`src/rtl/bpfa_pkg.sv`:
```
// Shared constants, types and helpers of the bitmap page frame allocator.
package bpfa_pkg;

    localparam int MAX_FRAMES  = 32768;
    localparam int FRAME_BYTES = 4096;
    localparam int FRAME_SHIFT = $clog2(FRAME_BYTES);
    localparam int WORD_W      = (MAX_FRAMES >= 64) ? 32 : 8;
    localparam int WB          = $clog2(WORD_W);
    localparam int NWORDS      = (MAX_FRAMES + WORD_W - 1) / WORD_W;
    localparam int AW          = $clog2(NWORDS);
    localparam int FW          = $clog2(MAX_FRAMES + 1);
    localparam int LW          = (FW + 1 > 17) ? FW + 1 : 17;
    localparam int RSV_RESET   = 1024;

    typedef enum logic [1:0] {
        OP_INIT  = 2'd0,
        OP_ALLOC = 2'd1,
        OP_FREE  = 2'd2
    } t_op;

    typedef enum logic [1:0] {
        ST_OK      = 2'd0,
        ST_NOSPACE = 2'd1,
        ST_BAD     = 2'd2
    } t_status;

    typedef enum logic [1:0] {
        CFG_BASE      = 2'd0,
        CFG_FCOUNT    = 2'd1,
        CFG_RSV_START = 2'd2,
        CFG_RSV_CNT   = 2'd3
    } t_cfg_reg;

    typedef enum logic [2:0] {
        S_CLR,
        S_IDLE,
        S_SCAN,
        S_RD,
        S_WR,
        S_DONE
    } t_state;

    typedef struct packed {
        logic          found;
        logic [WB-1:0] pos;
        logic [LW-1:0] run_out;
    } t_scan_res;

    function automatic logic [AW-1:0] word_of(input logic [FW-1:0] f);
        logic [FW-1:0] t;
        t = f >> WB;
        return t[AW-1:0];
    endfunction

endpackage

```
`src/rtl/bpfa_scan.sv`:
```
// Free-run detector over one bitmap word.
module bpfa_scan (
    input  logic [bpfa_pkg::WORD_W-1:0] i_word,
    input  logic [bpfa_pkg::FW-1:0]     i_base,
    input  logic [bpfa_pkg::FW-1:0]     i_cnt,
    input  logic [bpfa_pkg::LW-1:0]     i_run,
    input  logic [15:0]                 i_need,
    output bpfa_pkg::t_scan_res         o_res
);
    import bpfa_pkg::*;

    logic [WORD_W-1:0] free_v;
    logic [WORD_W-1:0] hit_v;
    logic [LW-1:0]     len [WORD_W];

    always_comb begin
        for (int b = 0; b < WORD_W; b++) begin
            free_v[b] = !i_word[b] && ((LW'(i_base) + LW'(b)) < LW'(i_cnt));
        end
    end

    // run length ending at each bit, from the last blocked bit at or below it
    always_comb begin
        for (int b = 0; b < WORD_W; b++) begin
            len[b] = i_run + LW'(b + 1);
            for (int j = 0; j <= b; j++) begin
                if (!free_v[j]) begin
                    len[b] = LW'(b - j);
                end
            end
            hit_v[b] = len[b] >= LW'(i_need);
        end
    end

    always_comb begin
        o_res.found   = |hit_v;
        o_res.pos     = '0;
        o_res.run_out = len[WORD_W-1];
        for (int b = WORD_W - 1; b >= 0; b--) begin
            if (hit_v[b]) begin
                o_res.pos = WB'(b);
            end
        end
    end
endmodule

```
`config.mk`:
```
export PLATFORM = sky130hd
export DESIGN_NAME = bpfa_scan
export DESIGN_NICKNAME = d
export VERILOG_FILES = /design/src/rtl/bpfa_pkg.sv /design/src/rtl/bpfa_scan.sv
export SDC_FILE = /design/constraint.sdc
export NUM_CORES = 2
export LEC_CHECK = 0
export ABC_AREA = 1
export BUFFER_PORTS_ARGS = -buffer_cell sky130_fd_sc_hd__buf_4
export CAP_MARGIN = 10
export CORE_ASPECT_RATIO = 1.4
export CORE_MARGIN = 2
export CORE_UTILIZATION = 50
export DETAILED_ROUTE_END_ITERATION = 8
export PLACE_DENSITY = 0.66
export SYNTH_ARGS = -nofsm -noshare
export SYNTH_HDL_FRONTEND = slang
export SYNTH_SLANG_ARGS = --single-unit
```
`constraint.sdc`:
```
create_clock -name vclk -period 27.4
set_input_delay 1.37 -clock vclk [all_inputs]
set_output_delay 1.37 -clock vclk [all_outputs]
set_load 0.02 [all_outputs]
```
==> summary.txt <==
STA
  – Crit share post-route: 54.28%
  – Slew Viols, Final: 0
  – Final setup fails: 0
  – Relative slew slack: 2.267%
  – Max frequency: 0.06724 GHz
  – Final worst slack: 12.53 ns
  – Setup TNS: 0 ns
  – Endpoints failing hold: 0
  – RSZ-0062 raised after global routing: false
  – Hold WS: 3.429 ns
  – Post-layout minimum cycle time: 14.87 ns
  – Worst-margin pin slew: 1.461 ns

Setup path
  – WP data arrival: 13.50 ns
  – Worst path max stage delay: 0.54 ns
  – Crit Path Class: in -> out
  – Critical path's top delay family: simple AND/OR/NAND/NOR gates
  – WP depth: 73
  – Bufs and invs on worst path: 15
  – Most frequent CP cell: nand2_1
  – Critical path launch point type: input pin
  – Crit. End Element: primary output
  – CP Max Fanout: 28
  – Crit-path slowest cell: nand2_1
  – Crit path required time: 26.03 ns

Min path
  – Hold Crit Class: in -> out
  – Worst hold path depth: 6

Layout
  – Share of cells above drive strength 1: 6.065%
  – Clkbuf count: 0
  – Final nets: 7245
  – Seq. cell area: 0 µm²
  – Seq_cells: 0
  – Layout area overhead: 6.278%
  – Post-Layout Cell Count: 7157

GRT
  – First-pass GRT wire length: 319.1 mm
  – Number of global-route vias before repair: 45270
  – Total GRT Usage: 56.85%
  – Gr ovfl total: 0
  – Initial antenna violation count: 11
  – Largest net degree at the start of global routing: 33

Placement
  – RePlAce Congestion: 1.157
  – Pre-CTS setup slack: 13.19 ns
  – HPWL after DPL: 170.4 mm
  – Buffers on Ports: 120
  – Placed cells: 7151

Logic synthesis
  – Syn_area_per_cell: 6.150 µm²
  – Commonest cells in the netlist: 1136 x nand2_1, 963 x ha_1, 912 x nor2_1
  – Synth cell types: 65
  – Synth area leader: ha_1
  – Synth area leaders: ha_1 32%, xor2_1 13%, nand2_1 11%
  – Synth top area share: 32.02%
  – Mapped Area: 37630 µm²
  – Synth warn: 0
  – Post-synthesis sequential area ratio: 0%
  – Post-synthesis net count: 7178
  – Syn Inst Count: 6118
  – Count leader, synth: nand2_1

Route
  – Final WL: 226.3 mm
  – Vias: 47660
  – Drt wl/cell: 31.61 µm
  – DRT iter0 DRCs: 6883
  – DR vias/cell: 6.659
  – TritonRoute pass-1 iters: 9
  – Residual DRC count: 7
  – Post-route antenna net violation count: 0

Status
  – Status: finished, violations left
  – Failing checks: DRC

Floorplanning
  – Number of cell rows: 119
  – Die ar.: 77500 µm²
  – Die extent in y: 328.6 µm
  – Die Span X: 235.9 µm
  – Core area: 74890 µm²
  – Num ports: 120
  – Initial core utilization: 50.24%

Clock tree
  – Post-CTS Setup Inserts: 0
  – Post-cts sizing count: 0
  – Hold_buf cts: 0

Job
  – MaxCap Viol Count: 0
==> final cells by class <==
class              count  area [µm²]
fillers             7961       34900
repair buffers       248        1862
diodes                 6       15.01
inverters            666        2505
well taps            968        1211
multi-input cells   5269       34400
==> layout by cell type, fill, tap and decap left out, drive strengths merged, types with 5 or more instances in the layout <==
master	netlist	final
a21o	13	13
nor4	53	53
inv	650	641
a31oi	14	14
a211oi	40	40
ha	963	963
o21bai	17	17
a221o	5	5
a21oi	599	599
nor3	148	148
a21boi	6	6
o31ai	6	6
nand3	140	140
nand4	150	150
a2111oi	15	15
nor3b	6	6
diode	0	6
xor2	553	553
o21a	10	10
buf	57	248
nor2	939	939
xnor2	5	5
nand2	1176	1176
clkinv	16	25
o211ai	42	42
o21ai	279	279
a221oi	10	10
nand3b	40	40
==> final timing paths <==
kind,start,to,slack [ns]
max,i_base[5],o_res[17],12.53
min,i_word[31],o_res[0],3.43
==> logic make-up (layout without fill, tap and decap cells) <==
logic type	count (synthesis)	in the layout	synth area share, %
compound gates	1080	1080	15.94
xor+xnor	558	558	12.99
fa+ha+maj	963	963	32.02
buf+inv	849	914	8.722
mux	3	3	0.08313
other cells	0	6	0
simple gates	2665	2665	30.25
==> stage by stage <==
| stage | util [%] | instance area (µm²) |
|---|---|---|
| CTS | 53.35 | 39960 |
| detailed placement | 53.35 | 39960 |
| finish | 53.40 | 39990 |
| global placement | 53.35 | 39960 |
| floorplan | - | 37630 |
| global route | 53.38 | 39980 |
==> metal layers <==
layer | share of wire (%) | vias up | routed length [µm] | track usage (%)
li1 | - | 20770 | - | -
met1 | 32 | 21380 | 72100 | 58.11
met2 | 40 | 3761 | 91540 | 84.96
met3 | 13 | 1744 | 29300 | 21.45
met4 | 15 | 10 | 33170 | 63.64
met5 | 0.063 | - | 143 | 0.8040
